## src/hw/rtl/rcl_pkg.sv

```systemverilog
// Package for the remote command line parser.
// Holds character codes, parser state encodings and shared result types.
// No dependencies.
package rcl_pkg;

    localparam int LINE_BUFFER_BYTES_DEF = 64;

    localparam logic [7:0] CHAR_NUL   = 8'h00;
    localparam logic [7:0] CHAR_NL    = 8'h0A;
    localparam logic [7:0] CHAR_SPACE = 8'h20;
    localparam logic [7:0] CHAR_TAB   = 8'h09;
    localparam logic [7:0] CHAR_CR    = 8'h0D;
    localparam logic [7:0] CHAR_PLUS  = 8'h2B;
    localparam logic [7:0] CHAR_MINUS = 8'h2D;
    localparam logic [7:0] CHAR_COMMA = 8'h2C;
    localparam logic [7:0] CHAR_ZERO  = 8'h30;
    localparam logic [7:0] CHAR_NINE  = 8'h39;
    localparam logic [7:0] CHAR_A     = 8'h41;
    localparam logic [7:0] CHAR_B     = 8'h42;
    localparam logic [7:0] CHAR_C     = 8'h43;

    localparam logic [31:0] MAG_LIMIT = 32'h8000_0000;

    typedef enum logic [3:0] {
        PH_LIT_A  = 4'd0,
        PH_COMMA0 = 4'd1,
        PH_INT1   = 4'd2,
        PH_COMMA1 = 4'd3,
        PH_LIT_B  = 4'd4,
        PH_COMMA2 = 4'd5,
        PH_INT2   = 4'd6,
        PH_COMMA3 = 4'd7,
        PH_LIT_C  = 4'd8,
        PH_COMMA4 = 4'd9,
        PH_INT3   = 4'd10,
        PH_DONE   = 4'd11,
        PH_FAIL   = 4'd12
    } phase_t;

    typedef enum logic [1:0] {
        ST_SKIP   = 2'd0,
        ST_SIGN   = 2'd1,
        ST_DIGITS = 2'd2
    } stage_t;

    typedef struct packed {
        logic [7:0] accel;
        logic [7:0] brake;
        logic [7:0] remote;
    } values_t;

    typedef struct packed {
        logic    line_valid;
        values_t vals;
    } result_t;

    // expected literal for a literal phase, zero otherwise
    function automatic logic [7:0] lit_char(input phase_t ph);
        logic [7:0] c;
        case (ph)
            PH_LIT_A:  c = CHAR_A;
            PH_LIT_B:  c = CHAR_B;
            PH_LIT_C:  c = CHAR_C;
            PH_COMMA0: c = CHAR_COMMA;
            PH_COMMA1: c = CHAR_COMMA;
            PH_COMMA2: c = CHAR_COMMA;
            PH_COMMA3: c = CHAR_COMMA;
            PH_COMMA4: c = CHAR_COMMA;
            default:   c = CHAR_NUL;
        endcase
        return c;
    endfunction

endpackage

```

## src/hw/rtl/rcl_if.sv

```systemverilog
// Handshake channels of the remote command line parser.
// Byte request channel and result channel; depends on nothing.
interface rcl_rx_if;
    logic       valid;
    logic       ready;
    logic [7:0] rx_byte;

    modport source (output valid, output rx_byte, input ready);
    modport sink   (input valid, input rx_byte, output ready);
endinterface

interface rcl_res_if;
    logic       valid;
    logic       ready;
    logic       line_valid;
    logic [7:0] accel_value;
    logic [7:0] brake_value;
    logic [7:0] remote_value;

    modport source (output valid, output line_valid, output accel_value,
                    output brake_value, output remote_value, input ready);
    modport sink   (input valid, input line_valid, input accel_value,
                    input brake_value, input remote_value, output ready);
endinterface

```

## src/hw/rtl/rcl_core.sv

```systemverilog
// Line parser state machine: one byte per enabled cycle, pattern A,%d,B,%d,C,%d.
// Depends on rcl_pkg.
module rcl_core #(
    parameter int LINE_BUFFER_BYTES = rcl_pkg::LINE_BUFFER_BYTES_DEF
) (
    input  logic              clk,
    input  logic              rst_n,
    input  logic              step_en,
    input  logic [7:0]        rx_byte,
    output rcl_pkg::result_t  result,
    output rcl_pkg::values_t  held
);

    localparam int CW = $clog2(LINE_BUFFER_BYTES);
    localparam logic [CW-1:0] COUNT_LIMIT = CW'(LINE_BUFFER_BYTES - 1);

    logic [CW-1:0]     count_reg,  count_next;
    rcl_pkg::phase_t   phase_reg,  phase_next;
    rcl_pkg::stage_t   stage_reg,  stage_next;
    logic              neg_reg,    neg_next;
    logic [31:0]       mag_reg,    mag_next;
    logic [7:0]        pend_accel_reg, pend_accel_next;
    logic [7:0]        pend_brake_reg, pend_brake_next;
    rcl_pkg::values_t  held_reg,   held_next;

    logic        is_nl, is_digit, is_space, is_sign, is_int_phase, line_ok;
    logic [3:0]  digit;
    logic [35:0] mag_step;
    logic [31:0] mag_sat;
    logic [7:0]  num_byte;

    assign is_nl    = (rx_byte == rcl_pkg::CHAR_NL);
    assign is_digit = (rx_byte >= rcl_pkg::CHAR_ZERO) && (rx_byte <= rcl_pkg::CHAR_NINE);
    assign is_space = (rx_byte == rcl_pkg::CHAR_SPACE) ||
                      ((rx_byte >= rcl_pkg::CHAR_TAB) && (rx_byte <= rcl_pkg::CHAR_CR));
    assign is_sign  = (rx_byte == rcl_pkg::CHAR_PLUS) || (rx_byte == rcl_pkg::CHAR_MINUS);
    assign digit    = rx_byte[3:0];

    assign is_int_phase = (phase_reg == rcl_pkg::PH_INT1) ||
                          (phase_reg == rcl_pkg::PH_INT2) ||
                          (phase_reg == rcl_pkg::PH_INT3);

    // mag * 10 + digit, clamped at 2^31
    assign mag_step = {1'b0, mag_reg, 3'b000} + {3'b000, mag_reg, 1'b0} + {32'd0, digit};
    assign mag_sat  = (mag_step > {4'd0, rcl_pkg::MAG_LIMIT}) ? rcl_pkg::MAG_LIMIT
                                                            : mag_step[31:0];

    // magnitude never exceeds 2^31, so bit 31 marks positive saturation
    assign num_byte = neg_reg     ? 8'(8'd0 - mag_reg[7:0]) :
                      mag_reg[31] ? 8'hFF : mag_reg[7:0];

    assign line_ok = (phase_reg == rcl_pkg::PH_DONE) ||
                     ((phase_reg == rcl_pkg::PH_INT3) && (stage_reg == rcl_pkg::ST_DIGITS));

    // next state
    always_comb
    begin
        count_next      = count_reg;
        phase_next      = phase_reg;
        stage_next      = stage_reg;
        neg_next        = neg_reg;
        mag_next        = mag_reg;
        pend_accel_next = pend_accel_reg;
        pend_brake_next = pend_brake_reg;
        held_next       = held_reg;
        if (step_en)
        begin
            if (is_nl || (count_reg >= COUNT_LIMIT))
            begin
                if (is_nl && line_ok)
                begin
                    held_next = '{accel: pend_accel_reg, brake: pend_brake_reg,
                                  remote: num_byte};
                end
                count_next = '0;
                phase_next = rcl_pkg::PH_LIT_A;
                stage_next = rcl_pkg::ST_SKIP;
                neg_next   = 1'b0;
                mag_next   = '0;
            end
            else
            begin
                count_next = count_reg + 1'b1;
                if ((phase_reg == rcl_pkg::PH_DONE) || (phase_reg == rcl_pkg::PH_FAIL))
                begin
                    phase_next = phase_reg;
                end
                else if (rx_byte == rcl_pkg::CHAR_NUL)
                begin
                    phase_next = ((phase_reg == rcl_pkg::PH_INT3) &&
                                  (stage_reg == rcl_pkg::ST_DIGITS)) ? rcl_pkg::PH_DONE
                                                                    : rcl_pkg::PH_FAIL;
                end
                else if (!is_int_phase)
                begin
                    if (rx_byte == rcl_pkg::lit_char(phase_reg))
                    begin
                        phase_next = rcl_pkg::phase_t'(phase_reg + 4'd1);
                        stage_next = rcl_pkg::ST_SKIP;
                        neg_next   = 1'b0;
                        mag_next   = '0;
                    end
                    else
                    begin
                        phase_next = rcl_pkg::PH_FAIL;
                    end
                end
                else
                begin
                    case (stage_reg)
                        rcl_pkg::ST_SKIP:
                        begin
                            if (is_sign)
                            begin
                                neg_next   = (rx_byte == rcl_pkg::CHAR_MINUS);
                                stage_next = rcl_pkg::ST_SIGN;
                            end
                            else if (is_digit)
                            begin
                                mag_next   = {28'd0, digit};
                                stage_next = rcl_pkg::ST_DIGITS;
                            end
                            else if (!is_space)
                            begin
                                phase_next = rcl_pkg::PH_FAIL;
                            end
                        end
                        rcl_pkg::ST_SIGN:
                        begin
                            if (is_digit)
                            begin
                                mag_next   = {28'd0, digit};
                                stage_next = rcl_pkg::ST_DIGITS;
                            end
                            else
                            begin
                                phase_next = rcl_pkg::PH_FAIL;
                            end
                        end
                        rcl_pkg::ST_DIGITS:
                        begin
                            if (is_digit)
                            begin
                                mag_next = mag_sat;
                            end
                            else if (phase_reg == rcl_pkg::PH_INT3)
                            begin
                                phase_next = rcl_pkg::PH_DONE;
                            end
                            else
                            begin
                                if (phase_reg == rcl_pkg::PH_INT1)
                                begin
                                    pend_accel_next = num_byte;
                                end
                                else
                                begin
                                    pend_brake_next = num_byte;
                                end
                                // number ends; the byte must be the following comma
                                if (rx_byte == rcl_pkg::CHAR_COMMA)
                                begin
                                    phase_next = rcl_pkg::phase_t'(phase_reg + 4'd2);
                                    stage_next = rcl_pkg::ST_SKIP;
                                    neg_next   = 1'b0;
                                    mag_next   = '0;
                                end
                                else
                                begin
                                    phase_next = rcl_pkg::PH_FAIL;
                                end
                            end
                        end
                        default:
                        begin
                            phase_next = rcl_pkg::PH_FAIL;
                        end
                    endcase
                end
            end
        end
    end

    // outputs
    always_comb
    begin
        result.line_valid = line_ok;
        if (line_ok)
        begin
            result.vals = '{accel: pend_accel_reg, brake: pend_brake_reg, remote: num_byte};
        end
        else
        begin
            result.vals = held_reg;
        end
        held = held_reg;
    end

    always_ff @(posedge clk or negedge rst_n)
    begin
        if (!rst_n)
        begin
            count_reg      <= '0;
            phase_reg      <= rcl_pkg::PH_LIT_A;
            stage_reg      <= rcl_pkg::ST_SKIP;
            neg_reg        <= 1'b0;
            mag_reg        <= '0;
            pend_accel_reg <= '0;
            pend_brake_reg <= '0;
            held_reg       <= '0;
        end
        else
        begin
            count_reg      <= count_next;
            phase_reg      <= phase_next;
            stage_reg      <= stage_next;
            neg_reg        <= neg_next;
            mag_reg        <= mag_next;
            pend_accel_reg <= pend_accel_next;
            pend_brake_reg <= pend_brake_next;
            held_reg       <= held_next;
        end
    end

endmodule

```

## src/hw/rtl/remote_command_line_parser.sv

```systemverilog
// A byte request is held in the input register and parsed when the core steps on it;
// a newline's result is registered at the output in that step and then offered.
// One byte per cycle unless stalled; input register, parser step, output register.
// A newline stalls in the input register only while an earlier result is not taken.
// Reset (rst_n, async, active low) clears the line, the parser and held values to zero.
// Top level of the remote command line parser; depends on rcl_pkg, rcl_if, rcl_core.
module remote_command_line_parser #(
    parameter int LINE_BUFFER_BYTES = rcl_pkg::LINE_BUFFER_BYTES_DEF
) (
    input  logic      clk,
    input  logic      rst_n,
    rcl_rx_if.sink    rx_ch,
    rcl_res_if.source result_ch
);

    logic              s1_valid_reg, s1_valid_next;
    logic [7:0]        s1_byte_reg,  s1_byte_next;
    logic              out_valid_reg, out_valid_next;
    rcl_pkg::result_t  out_data_reg,  out_data_next;

    logic              s1_is_nl, advance, step_en, rx_fire;
    rcl_pkg::result_t  core_result;
    rcl_pkg::values_t  core_held;

    assign s1_is_nl = (s1_byte_reg == rcl_pkg::CHAR_NL);
    assign advance  = !s1_valid_reg || !s1_is_nl || !out_valid_reg || result_ch.ready;
    assign step_en  = s1_valid_reg && advance;
    assign rx_fire  = rx_ch.valid && advance;

    assign rx_ch.ready = advance;

    rcl_core #(
        .LINE_BUFFER_BYTES (LINE_BUFFER_BYTES)
    ) u_core (
        .clk     (clk),
        .rst_n   (rst_n),
        .step_en (step_en),
        .rx_byte (s1_byte_reg),
        .result  (core_result),
        .held    (core_held)
    );

    always_comb
    begin
        s1_valid_next = rx_fire ? 1'b1 : (advance ? 1'b0 : s1_valid_reg);
        s1_byte_next  = rx_fire ? rx_ch.rx_byte : s1_byte_reg;
        if (step_en && s1_is_nl)
        begin
            out_valid_next = 1'b1;
            out_data_next  = core_result;
        end
        else
        begin
            out_valid_next = out_valid_reg && !result_ch.ready;
            out_data_next  = out_data_reg;
        end
    end

    always_ff @(posedge clk or negedge rst_n)
    begin
        if (!rst_n)
        begin
            s1_valid_reg  <= 1'b0;
            s1_byte_reg   <= '0;
            out_valid_reg <= 1'b0;
            out_data_reg  <= '0;
        end
        else
        begin
            s1_valid_reg  <= s1_valid_next;
            s1_byte_reg   <= s1_byte_next;
            out_valid_reg <= out_valid_next;
            out_data_reg  <= out_data_next;
        end
    end

    assign result_ch.valid        = out_valid_reg;
    assign result_ch.line_valid   = out_data_reg.line_valid;
    assign result_ch.accel_value  = out_data_reg.vals.accel;
    assign result_ch.brake_value  = out_data_reg.vals.brake;
    assign result_ch.remote_value = out_data_reg.vals.remote;

    // a newline is never parsed while a pending result would be overwritten
    assert property (@(posedge clk) disable iff (!rst_n)
        !(step_en && s1_is_nl && out_valid_reg && !result_ch.ready))
        else $error("result register overwritten");

    // a failed line reports exactly the values held in the parser
    assert property (@(posedge clk) disable iff (!rst_n)
        (out_valid_reg && !out_data_reg.line_valid) |-> (out_data_reg.vals == core_held))
        else $error("failed line does not report held values");

    // byte requests are refused only behind a stalled newline
    assert property (@(posedge clk) disable iff (!rst_n)
        !rx_ch.ready |-> (s1_valid_reg && s1_is_nl && out_valid_reg))
        else $error("byte request refused without stall");

endmodule
```

## src/flat_wrapper.sv

```systemverilog
// flat-port wrapper written by rule: the top's interface ports become plain ports
module remote_command_line_parser_flat 
#(
    parameter int LINE_BUFFER_BYTES = rcl_pkg::LINE_BUFFER_BYTES_DEF
)
  (clk, rst_n, rx_ch_valid, rx_ch_rx_byte, rx_ch_ready, result_ch_valid, result_ch_line_valid, result_ch_accel_value, result_ch_brake_value, result_ch_remote_value, result_ch_ready);
  rcl_rx_if rx_ch_i ();
  rcl_res_if result_ch_i ();
  input  logic clk;
  input  logic rst_n;
  input wire logic [$bits(rx_ch_i.valid)-1:0] rx_ch_valid;
  input wire logic [$bits(rx_ch_i.rx_byte)-1:0] rx_ch_rx_byte;
  output wire logic [$bits(rx_ch_i.ready)-1:0] rx_ch_ready;
  output wire logic [$bits(result_ch_i.valid)-1:0] result_ch_valid;
  output wire logic [$bits(result_ch_i.line_valid)-1:0] result_ch_line_valid;
  output wire logic [$bits(result_ch_i.accel_value)-1:0] result_ch_accel_value;
  output wire logic [$bits(result_ch_i.brake_value)-1:0] result_ch_brake_value;
  output wire logic [$bits(result_ch_i.remote_value)-1:0] result_ch_remote_value;
  input wire logic [$bits(result_ch_i.ready)-1:0] result_ch_ready;
  assign rx_ch_i.valid = rx_ch_valid;
  assign rx_ch_i.rx_byte = rx_ch_rx_byte;
  assign rx_ch_ready = rx_ch_i.ready;
  assign result_ch_valid = result_ch_i.valid;
  assign result_ch_line_valid = result_ch_i.line_valid;
  assign result_ch_accel_value = result_ch_i.accel_value;
  assign result_ch_brake_value = result_ch_i.brake_value;
  assign result_ch_remote_value = result_ch_i.remote_value;
  assign result_ch_i.ready = result_ch_ready;
  remote_command_line_parser #(.LINE_BUFFER_BYTES(LINE_BUFFER_BYTES)) u_core (.clk(clk), .rst_n(rst_n), .rx_ch(rx_ch_i), .result_ch(result_ch_i));
endmodule
```

## config.mk

```make
export PLATFORM = sky130hd
export DESIGN_NAME = remote_command_line_parser_flat
export DESIGN_NICKNAME = d
export VERILOG_FILES = /design/src/hw/rtl/rcl_pkg.sv /design/src/hw/rtl/rcl_if.sv /design/src/hw/rtl/rcl_core.sv /design/src/hw/rtl/remote_command_line_parser.sv /design/src/flat_wrapper.sv
export SDC_FILE = /design/constraint.sdc
export NUM_CORES = 1
export LEC_CHECK = 0
export BUFFER_PORTS_ARGS = -buffer_cell sky130_fd_sc_hd__buf_2
export CAP_MARGIN = 20
export CORE_MARGIN = 2
export CORE_UTILIZATION = 45
export DETAILED_ROUTE_END_ITERATION = 8
export GPL_ROUTABILITY_DRIVEN = 0
export PLACE_DENSITY = 0.62
export SYNTH_ARGS = -nofsm -noshare
export SYNTH_HDL_FRONTEND = slang
export SYNTH_SLANG_ARGS = --single-unit
```

## constraint.sdc

```tcl
create_clock -name clk -period 8.7 [get_ports clk]
set_input_delay 2.175 -clock clk [delete_from_list [all_inputs] [get_ports clk]]
set_output_delay 2.175 -clock clk [all_outputs]
set_load 0.01 [all_outputs]
```

## Word-level counts from Yosys, hierarchy flattened

Memory sizes are Yosys's and may differ from the RTL's.
Index checks and enable logic that the tools add are counted.

| cells by class | value |
|---|---|
| reduce and logical (&&, ||, !) cells | 33 |
| muxes and demuxes | 59 |
| order comparisons | 6 |
| add/subtract/negate cells | 6 |
| bitwise gates (word level) | 6 |
| equal/unequal tests | 29 |

Operator list:

| cell | number |
|---|---|
| $mux W32 | 11 |
| $pmux W32 S3 | 1 |
| $mux W8 | 7 |
| $mux W4 | 12 |
| $add A35 B33 Y36 | 1 |
| $add A36 B4 Y36 | 1 |
| $gt A36 B32 Y1 const B | 1 |
| $eq A8 B6 Y1 const B | 4 |
| $reduce_and A9 Y1 | 3 |
| $mux W24 | 1 |
| $mux W2 | 10 |
| $ne A5 B5 Y1 const B | 4 |
| $reduce_and A8 Y1 | 2 |
| $eq A4 B4 Y1 const B | 3 |
| $mux W1 | 12 |
| $pmux W4 S3 | 1 |
| $logic_or A1 B1 Y1 | 10 |
| $ne A5 B3 Y1 const B | 2 |
| $eq A8 B4 Y1 const B | 1 |
| $eq A8 B8 Y1 | 1 |
| $ge A8 B4 Y1 const B | 1 |
| $ge A8 B6 Y1 const B | 1 |
| $le A8 B4 Y1 const B | 1 |
| $le A8 B6 Y1 const B | 1 |
| other kinds (29) | 47 |

| storage, ports and cells | value |
|---|---|
| memories | 1 |
| bits in registers | 120 |
| bits in read-only memories | 96 |
| bits of input ports | 12 |

Memory list:

| memory | words | bits a word | rd ports | clocked after Yosys merged registers in | wr ports | RTL line | text |
|---|---|---|---|---|---|---|---|
| (name not given) | 16 | 6 | 1 | 0 | 0 | rcl_pkg.sv:60 | `case (ph)` |

## Logic depth before layout (Yosys ltp)

Gate-level depths: netlist of the first run.

| logic depth | value |
|---|---|
| depth in word-level cells | 14 |
| depth in mapped cells | 15 |
| depth with buffers taken out | 13 |

## Modules after synthesis

From an unflattened synthesis of the first run, not the netlist that was laid out.

| second synthesis, totals | value |
|---|---|
| cell total of the unflattened synthesis | 978 |
| area total of the unflattened synthesis | 8,573.2 µm² |

By module, submodules not included:

| module | instances | cells an instance | area an instance (µm²) |
|---|---|---|---|
| rcl_core | 1 | 889 | 7,088.0 |
| remote_command_line_parser | 1 | 89 | 1,485.2 |

## Worst setup path after synthesis of the first run

Ideal clock, no wire load.

| timing path | value |
|---|---|
| path kind | in2out |
| start point | in result_ch_ready |
| end point | out rx_ch_ready |
| data arrival time | 2,685 ps |
| cell stages on the path | 2 |
| path slack | 3,840 ps |
| cells stage by stage | nand2b_1 or2_2 |

| on the way | value |
|---|---|
| cells in the longest elaborated chain, start to end | 1 |

RTL lines:

| element | RTL line | text |
|---|---|---|
| start: declaration | flat_wrapper.sv:19 | `input wire logic [$bits(result_ch_i.ready)-1:0] result_ch_ready;` |
| $logic_or A1 B1 Y1 | remote_command_line_parser.sv:26 | `assign advance = !s1_valid_reg \|\| !s1_is_nl \|\| !out_valid_reg \|\| result_ch.ready;` |
| end: declaration | flat_wrapper.sv:13 | `output wire logic [$bits(rx_ch_i.ready)-1:0] rx_ch_ready;` |

Every way passes these cells.

## Final worst setup path of the first run

Ends and elaborated chain as after synthesis.

==> results of run 1 <==
-- cell usage in the layout, fill, tap and decap left out, types with 11 or more instances in the layout --
cell type	n
xnor2_1	14
a21oi_1	61
buf_2	37
or3_1	11
o21a_1	15
mux2_2	47
clkbuf_16	17
nor2_1	38
a22o_1	21
nand3_1	23
ha_1	73
nand2_1	112
dfrtp_1	120
nor3_1	16
o21ai_0	76
inv_1	25
mux2i_1	26
-- worst max-delay path by stage --
stage                                startpoint                        to  slack, ns  depth (start not counted)
final                           result_ch_ready               rx_ch_ready       3.59                          4
after global routing      u_core.s1_byte_reg[3]  u_core.u_core.mag_reg[1]       3.48                         13
after CTS                       result_ch_ready               rx_ch_ready       3.59                          4
after detailed placement        result_ch_ready               rx_ch_ready       3.59                          4
after global placement          result_ch_ready               rx_ch_ready       3.60                          4
after floorplan                 result_ch_ready               rx_ch_ready       3.84                          2
-- worst max-delay path: cells and delay by family --
| kind | cells | cell delay, ns |
|---|---|---|
| simple gates | 2 | 0.52 |
| buf+inv | 2 | 0.23 |
-- kinds of logic (layout without fill, tap and decap cells) --
| kind of cell | after synthesis | count (layout) | synth area share, % |
|---|---|---|---|
| and+or+nand+nor | 265 | 265 | 15.70 |
| muxes | 73 | 73 | 9.591 |
| buffers and inverters | 64 | 104 | 3.344 |
| AOI/OAI and AO/OA | 261 | 261 | 20.85 |
| xor gates and xnor gates | 23 | 23 | 2.447 |
| adders and majority gates | 75 | 75 | 11.58 |
| DFF | 120 | 120 | 36.48 |
-- layer usage --
metal | track usage (%) | share of wire, %
met5 | 0 | 0
met4 | 3.828 | 0.99
met3 | 4.129 | 3.6
met2 | 33.80 | 45
met1 | 31.07 | 50
-- per-stage QoR --
stage	instances	util (%)	hold slack [ns]
final	1150	51.12	0.4689
after global routing	1150	51.12	0.4977
after CTS	1150	51.12	0.4797
after detailed placement	1118	47.87	0.4654
after global placement	1117	47.83	0.4562
after floorplan	881	-	0.4447
-- power groups by stage --
stage	Clock (mW)	Sequential, mW	Combinational, mW
global route	0.736	0.621	0.142
finish	0.698	0.617	0.121
floorplan	0	0.607	0.0999
CTS	0.711	0.616	0.123
global placement	0	0.625	0.120
detailed placement	0	0.625	0.123
-- area by class of cell --
cell class	count	area [sq um]
clock buffer	17	425.4
clock inverter	15	157.7
fill	1662	8781
inverter	25	93.84
multi-input combinational	697	4956
sequential	120	3003
tap	229	286.5
timing repair buffer	47	260.3
==> results.tsv, run 1 <==
stage	metric	value	unit
sta	finalCriticalPeriod	5.109	ns
yosys	ys_seq_area_share	36.48	%
power_and_ir_drop	p_seq_share	42.9	%
sta	slew_headroom	43.22	%
yosys	synthArstFlopShare	100.0	%
sta	period_share	58.73	%
clock_tree	clock-root-buffer	clkbuf_16	
place	post-place-ws	3.591	ns
yosys	yosys.cell_count.top_type	dfrtp_1	
sta	fin_ws	3.591	ns
power_and_ir_drop	p_sw_share	27.66	%
cells_and_area	area_growth	11.55	%
power_and_ir_drop	p_sw	397.0	uW
setup_path	critPathSlowestCell	or2_2	
cells_and_area	drive_gt1_share	14.66	%
cells_and_area	fin_area	9183	sq um
floorplan	core	17960	sq um
yosys	synth_nets	968	
global_route	grt_pass1_wl	33750	um
detailed_routing	first_pass_iters	5	
sta	finalSetupTns	0	ns
cells_and_area	diodes	0	
yosys	yosysUniqueCellTypes	71	
sta	slew_viol_final	0	
yosys	yosys_warnings	0	
yosys	syn_avg_cell_area	9.344	sq um
cells_and_area	largest_reg_flops	32	
status	status	complete, no violations	
clock_tree	clock_sinks	120	
hold_path	worst_hold_path.num_cells	2	
setup_path	r2r_end	u_core.u_core.mag_reg[1]	
setup_path	path_cells	buf_2, nand2b_1, or2_2, buf_2	
place	placed_cell_area	8600	sq um
power_and_ir_drop	vdd_drop_max	133.2	uV
yosys	netlist_instances	881	
floorplan	die_y	139.3	um
detailed_routing	viasPerCell	5.823	
place	io_buffers	38	
setup_path	cp.arrival	2.93	ns
power_and_ir_drop	power_per_cell_area	156.3	nW/um^2
hold_path	hp-class	flip-flop to flip-flop	
clock_tree	cts_resized	0	
yosys	netlist_area	8232	sq um
detailed_routing	wl_per_cell	17.45	um
yosys	synth_edf_count	0	
yosys	synth_area_leaders	dfrtp_1, ha_1, mux2_2	
yosys	ys_ff_latch	120	
sta	worst_pin_slew	0.8303	ns
global_route	grt.total_usage	21.41	%
sta	rsz0062_at_grt	false	
setup_path	crit_top_cell	buf_2	
detailed_routing	drt-total-wl	20070	um
clock_tree	ctsLongestPathBuffers	2	
detailed_routing	postRouteAntennaNets	0	
clock_tree	cts_hold_buf	0	
sta	hold_violations	0	
hold_path	holdPathEnd	u_core.result_ch.remote_value[1]	
sta	fmax	195.7	MHz
power_and_ir_drop	total_power	1.436	mW
floorplan	fp-row-count	49	
setup_path	endpoint_kind	output port	
clock_tree	clk_latency	0.42	ns
global_route	antenna_found_initial	0	
detailed_routing	drtIter0Drc	403	
power_and_ir_drop	clkPwrFrac	48.6	%
clock_tree	path_clk_slew	0.06	ns
sta	skew	0.009733	ns
job	max-cap-violations	0	
clock_tree	post_cts_buffers	0	
yosys	yosys.area.top_type	dfrtp_1	
floorplan	die_w	139.3	um
setup_path	worstPathRequired	6.53	ns
floorplan	io-pin-count	39	
sta	setup_violations	0	
global_route	gr-total-overflow	0	
yosys	synth_top_area_share	36.48	%
floorplan	dieArea	19390	sq um
setup_path	critPathMaxFanout	5	
setup_path	rrSetupSlack	3.83	ns
power_and_ir_drop	combPwrFrac	8.5	%
setup_path	timing.rr.start	u_core.s1_byte_reg[3]	
power_and_ir_drop	p_leak	4.347	nW
clock_tree	cts_tree	done	
clock_tree	htreeDepth	4	
yosys	synthTopCellsByCount	dfrtp_1, nand2_1, o21ai_0	
setup_path	slowest_delay	0.33	ns
detailed_routing	drc	0	
global_route	grt_max_degree	72	
setup_path	criticalPathCategory	input pin to output port	
floorplan	initial_utilization	45.82	%
setup_path	reg2reg_depth	13	
setup_path	start_kind	input pin	
cells_and_area	fin_nets	995	
global_route	grt_pass1_vias	6436	
clock_tree	cts-buffers-inserted	17	
place	place_hpwl	14710	um
yosys	ys.flop_type	dfrtp_1	
detailed_routing	via_count	6696	
power_and_ir_drop	p_int	1.039	mW
hold_path	hold_path_startpoint	u_core.result_ch.remote_value[1]	
Power figures use the tool's default switching activity.
==> run 2, diff against run 1 <==
ABC_AREA = 1   (was default)
PLACE_DENSITY = 0.65   (was 0.62)
clock period = 4.2 ns   (was 8.7 ns; I/O delays follow)
==> results.tsv, run 2 <==
stage	metric	value	unit
clock_tree	ctsLongestPathBuffers	2	
yosys	yosys.cell_count.top_type	nand2_1	
power_and_ir_drop	combPwrFrac	26.3	%
floorplan	initial_utilization	46.17	%
clock_tree	cts_resized	0	
yosys	synth_edf_count	0	
power_and_ir_drop	p_int	2.367	mW
floorplan	dieArea	20510	sq um
yosys	synth_nets	1366	
detailed_routing	first_pass_iters	5	
sta	setup_violations	0	
clock_tree	clock-root-buffer	clkbuf_16	
sta	worst_pin_slew	0.9478	ns
sta	finalSetupTns	0	ns
detailed_routing	wl_per_cell	14.12	um
yosys	synth_area_leaders	dfrtp_1, nand2_1, ha_1	
cells_and_area	multiInputGateArea	4836	sq um
setup_path	rrSetupSlack	0.47	ns
floorplan	die_w	143.2	um
sta	skew	0.01262	ns
power_and_ir_drop	p_seq_share	35.9	%
yosys	netlist_instances	1279	
yosys	ys_seq_area_share	34.43	%
yosys	yosysUniqueCellTypes	39	
global_route	grt_pass1_wl	37890	um
power_and_ir_drop	clkPwrFrac	37.8	%
clock_tree	cts_hold_buf	0	
cells_and_area	seq_area	3003	sq um
place	io_buffers	38	
global_route	grt.total_usage	23.24	%
setup_path	worstPathRequired	4.56	ns
clock_tree	clock_sinks	120	
clock_tree	post_cts_buffers	0	
job	max-cap-violations	0	
setup_path	slowest_delay	0.56	ns
detailed_routing	drtIter0Drc	824	
place	place_hpwl	17410	um
global_route	antenna_found_initial	0	
detailed_routing	viasPerCell	5.150	
sta	period_share	88.78	%
sta	slew_viol_final	0	
yosys	synth_top_area_share	34.43	%
cells_and_area	fin_nets	1409	
yosys	syn_avg_cell_area	6.819	sq um
hold_path	holdPathEnd	u_core.u_core.pend_brake_reg[4]	
floorplan	io-pin-count	39	
cells_and_area	area_growth	12.15	%
sta	rsz0062_at_grt	false	
cells_and_area	largest_reg_flops	32	
setup_path	path_cells	inv_1, fa_1, fa_1, inv_1, nand2_1, nand2_1, and2_1, nand2_1, nand3_2, nand2_1, nand3_1, nand2_1, nor2_1, nand2_1, nor2_1, nand2_1, nand2_2, nand2_4, nor2_4, nand2_1, nand2_1	
floorplan	die_y	143.2	um
global_route	grt_pass1_vias	7515	
place	placed_cell_area	9203	sq um
yosys	yosys_warnings	0	
cells_and_area	drive_gt1_share	8.390	%
yosys	netlist_area	8722	sq um
clock_tree	clk_latency	0.42	ns
hold_path	worst_hold_path.num_cells	2	
detailed_routing	postRouteAntennaNets	0	
setup_path	cp.arrival	4.09	ns
clock_tree	cts_tree	done	
hold_path	hp-class	flip-flop to flip-flop	
power_and_ir_drop	p_sw	1.423	mW
sta	hold_violations	0	
power_and_ir_drop	power_per_cell_area	387.4	nW/um^2
floorplan	fp-row-count	50	
sta	finalCriticalPeriod	3.729	ns
setup_path	critPathMaxFanout	13	
setup_path	timing.rr.start	u_core.u_core.mag_reg[0]	
detailed_routing	drc	0	
setup_path	crit_top_cell	nand2_1	
cells_and_area	final_cell_mix	nand2_1, inv_1, dfrtp_1	
power_and_ir_drop	vdd_drop_max	304.9	uV
setup_path	reg2reg_depth	21	
power_and_ir_drop	p_sw_share	37.55	%
yosys	yosys.area.top_type	dfrtp_1	
cells_and_area	fin_area	9782	sq um
sta	slew_headroom	36.66	%
cells_and_area	final_common_cell	nand2_1	
yosys	ys.flop_type	dfrtp_1	
setup_path	critPathSlowestCell	fa_1	
hold_path	hold_path_startpoint	u_core.u_core.pend_brake_reg[4]	
sta	fmax	268.2	MHz
global_route	grt_max_degree	64	
setup_path	r2r_end	u_core.u_core.mag_reg[12]	
power_and_ir_drop	p_leak	5.452	nW
detailed_routing	drt-total-wl	22520	um
detailed_routing	via_count	8215	
power_and_ir_drop	total_power	3.790	mW
status	status	complete, no violations	
clock_tree	path_clk_slew	0.06	ns
yosys	synthArstFlopShare	100.0	%
setup_path	endpoint_kind	flip-flop	
yosys	ys_ff_latch	120	
clock_tree	htreeDepth	4	
yosys	synthTopCellsByCount	nand2_1, inv_1, dfrtp_1	
setup_path	criticalPathCategory	flip-flop to flip-flop	
floorplan	core	18890	sq um
global_route	gr-total-overflow	0	
cells_and_area	diodes	0	
clock_tree	cts-buffers-inserted	17	
cells_and_area	fill_cells	1922	
setup_path	start_kind	flip-flop	
==> run 2: kinds of logic after synthesis <==
| family | after synthesis | synth area share, % |
|---|---|---|
| flip-flops | 120 | 34.43 |
| AND/OR/NAND/NOR | 665 | 31.87 |
| adder cells (fa/ha/maj) | 75 | 10.93 |
| buffers and inverters | 231 | 10.16 |
| AO/OA/AOI/OAI | 174 | 11.20 |
| XOR/XNOR | 14 | 1.406 |
==> run 2: worst max-delay path by stage <==
| stage | startpoint | cells past startpoint | slack (ns) | to |
|---|---|---|---|---|
| CTS | u_core.u_core.mag_reg[0] | 21 | 0.53 | u_core.u_core.mag_reg[12] |
| floorplan | u_core.u_core.mag_reg[0] | 22 | 1.22 | u_core.u_core.mag_reg[20] |
| global placement | u_core.u_core.mag_reg[0] | 21 | 0.61 | u_core.u_core.mag_reg[24] |
| detailed placement | u_core.u_core.mag_reg[0] | 21 | 0.53 | u_core.u_core.mag_reg[12] |
| finish | u_core.u_core.mag_reg[0] | 21 | 0.47 | u_core.u_core.mag_reg[12] |
| global route | u_core.u_core.mag_reg[0] | 19 | 0.18 | u_core.u_core.mag_reg[25] |
==> run 2: layout make-up <==
| class | instances | area share [%] |
|---|---|---|
| inverters | 212 | 8.135 |
| flip-flops and latches | 120 | 30.70 |
| multi-input cells | 928 | 49.44 |
| repair buffers | 43 | 2.481 |
| well taps | 260 | 3.326 |
| clock inverters | 15 | 1.573 |
| clock buffers | 17 | 4.349 |
==> run 2: power by group through the flow <==
| stage | clock [mW] | sequential, mW | combinational, mW |
|---|---|---|---|
| floorplan | 0 | 1.35 | 0.741 |
| global placement | 0 | 1.38 | 0.976 |
| detailed placement | 0 | 1.38 | 0.986 |
| CTS | 1.46 | 1.36 | 0.992 |
| global route | 1.52 | 1.38 | 1.15 |
| finish | 1.43 | 1.36 | 0.998 |
==> run 2: worst max-delay path: cells and delay by family (launching register included) <==
kind	cells	cell delay (ns)
buffers and inverters	2	0.22
adder cells (fa/ha/maj)	2	1.04
flip-flops	1	0.44
AND/OR/NAND/NOR	17	1.97
==> run 2: routing by layer <==
layer,vias up,share of wire (%),track usage (%)
met2,282,42,34.02
met4,0,0.91,5.108
met5,-,0,0
li1,4151,-,-
met1,3759,50,35.61
met3,23,6.5,4.125
==> run 2: stage by stage <==
stage / hold slack [ns] / cells / util (%) / setup slack [ns]
2_1_floorplan: 0.4492 / 1279 / - / 1.216
3_3_place_gp: 0.4670 / 1563 / 48.71 / 0.6150
3_5_place_dp: 0.4742 / 1563 / 48.71 / 0.5314
4_1_cts: 0.4899 / 1595 / 51.77 / 0.5266
5_1_grt: 0.5169 / 1595 / 51.77 / 0.1825
6_report: 0.4878 / 1595 / 51.77 / 0.4713
==> run 3, diff against run 2 <==
CORE_UTILIZATION = 40   (was 45)
PLACE_DENSITY = 0.59   (was 0.65)
==> results.tsv, run 3 (synthesis gave the netlist of run 2 again) <==
stage	metric	value	unit
cells_and_area	final_cell_mix	nand2_1, inv_1, dfrtp_1	
global_route	grt_max_degree	121	
sta	finalCriticalPeriod	3.737	ns
cells_and_area	final_common_cell	nand2_1	
floorplan	dieArea	23000	sq um
setup_path	start_kind	flip-flop	
power_and_ir_drop	p_seq_share	35.5	%
setup_path	worstPathRequired	4.57	ns
power_and_ir_drop	p_sw	1.458	mW
power_and_ir_drop	combPwrFrac	26.2	%
global_route	grt_pass1_vias	7604	
sta	skew	0.009025	ns
clock_tree	clk_latency	0.43	ns
place	place_hpwl	17390	um
sta	slew_headroom	34.50	%
power_and_ir_drop	p_sw_share	38.09	%
cells_and_area	largest_reg_flops	32	
place	io_buffers	38	
floorplan	core	21620	sq um
sta	holdWs	0.4807	ns
clock_tree	cts_tree	done	
setup_path	critPathMaxFanout	13	
floorplan	die_y	151.7	um
power_and_ir_drop	total_power	3.827	mW
power_and_ir_drop	clkPwrFrac	38.3	%
clock_tree	clock_sinks	120	
detailed_routing	viasPerCell	4.996	
floorplan	io-pin-count	39	
floorplan	fp-row-count	54	
cells_and_area	seq_area	3003	sq um
clock_tree	ctsLongestPathBuffers	2	
global_route	grt.total_usage	21.35	%
cells_and_area	area_growth	12.22	%
sta	finalSetupTns	0	ns
cells_and_area	fill_cells	2276	
sta	period_share	88.99	%
cells_and_area	fin_nets	1407	
global_route	grt_pass1_wl	38520	um
sta	hold_violations	0	
setup_path	endpoint_kind	flip-flop	
clock_tree	clock-root-buffer	clkbuf_16	
power_and_ir_drop	power_per_cell_area	391.0	nW/um^2
detailed_routing	wl_met2	9605	um
detailed_routing	drtIter0Drc	642	
detailed_routing	wl_per_cell	14.36	um
power_and_ir_drop	p_int	2.369	mW
floorplan	initial_utilization	40.34	%
clock_tree	post_cts_buffers	0	
sta	rsz0062_at_grt	false	
clock_tree	cts-buffers-inserted	17	
setup_path	cp.arrival	4.11	ns
clock_tree	path_clk_slew	0.07	ns
status	status	complete, no violations	
hold_path	hp-class	flip-flop to flip-flop	
detailed_routing	via_count	8059	
detailed_routing	postRouteAntennaNets	0	
power_and_ir_drop	p_leak	5.439	nW
cells_and_area	diodes	0	
sta	slew_viol_final	0	
sta	setup_violations	0	
clock_tree	cts_hold_buf	0	
detailed_routing	met1Wirelength	11750	um
detailed_routing	first_pass_iters	5	
floorplan	die_w	151.7	um
clock_tree	htreeDepth	4	
setup_path	criticalPathCategory	flip-flop to flip-flop	
cells_and_area	multiInputGateArea	4836	sq um
sta	worst_pin_slew	0.9801	ns
clock_tree	cts_resized	0	
sta	fmax	267.6	MHz
detailed_routing	met3_wirelength	1392	um
job	max-cap-violations	0	
detailed_routing	highest_layer	met4	
detailed_routing	drc	0	
global_route	gr-total-overflow	0	
power_and_ir_drop	vdd_drop_max	263.1	uV
global_route	antenna_found_initial	0	
cells_and_area	drive_gt1_share	8.252	%
detailed_routing	drt-total-wl	23170	um
run 3: changes by cell type in the layout (fill, tap and decap cells not counted), sizes merged:
cell	change
clkinvlp	+1
clkinv	-3
inv	+2
buf	-2
run 3: layer usage:
metal | global-route usage (%) | up-vias
met5 | 0 | -
li1 | - | 4149
met1 | 31.75 | 3659
met4 | 6.204 | 0
met2 | 31.10 | 210
met3 | 4.401 | 41
run 3: final cells by class:
cell class / count / area share, %
flip-flops and latches: 120 / 30.68
well taps: 280 / 3.579
clock inverters: 15 / 1.534
inverters: 212 / 8.130
repair buffers: 41 / 2.326
multi-input cells: 928 / 49.41
clock buffers: 17 / 4.346
run 3: final timing paths:
check                                                start                          endpoint  slack, ns  cells after the start
setup / recovery                  u_core.u_core.mag_reg[0]         u_core.u_core.mag_reg[20]       0.46                     20
hold / removal             u_core.u_core.pend_brake_reg[1]   u_core.u_core.pend_brake_reg[1]       0.48                      2
setup reg to reg                  u_core.u_core.mag_reg[0]         u_core.u_core.mag_reg[20]       0.46                     20
hold reg to reg            u_core.u_core.pend_brake_reg[1]   u_core.u_core.pend_brake_reg[1]       0.48                      2
max in group asynchronous                            rst_n         u_core.u_core.mag_reg[21]       2.94                      2
min in group asynchronous                            rst_n  u_core.result_ch.remote_value[6]       0.66                      2
run 3: worst max-delay path, cell delays in order, from the launching register on:
cell,delay [ns]
dfrtp_1,0.44
inv_1,0.12
fa_1,0.55
fa_1,0.48
inv_1,0.12
nand2_1,0.06
nand2_1,0.08
nand3_1,0.07
nand2_1,0.16
nand3_1,0.12
nand4_1,0.12
nand2_1,0.11
nor2_1,0.13
nand2_1,0.07
nor2_1,0.16
nand2_1,0.09
nand2_2,0.12
nand2_4,0.13
nor2_4,0.35
nand2_1,0.12
nand2_1,0.08
run 3: power groups by stage:
stage | logic [mW] | clock network, mW | registers [mW]
5_1_grt | 1.15 | 1.54 | 1.38
3_3_place_gp | 0.992 | 0 | 1.38
3_5_place_dp | 0.994 | 0 | 1.38
6_report | 1.00 | 1.46 | 1.36
2_1_floorplan | 0.741 | 0 | 1.35
4_1_cts | 1.00 | 1.49 | 1.36
run 3: through the flow:
step           cells  instance area (sq um)  setup WS (ns)  util, %
3_5_place_dp    1581                   9213         0.4843    42.61
3_3_place_gp    1581                   9213         0.5577    42.61
4_1_cts         1613                   9788         0.4699    45.27
5_1_grt         1613                   9788         0.1234    45.27
6_report        1613                   9788         0.4626    45.27
2_1_floorplan   1279                   8722          1.216        -
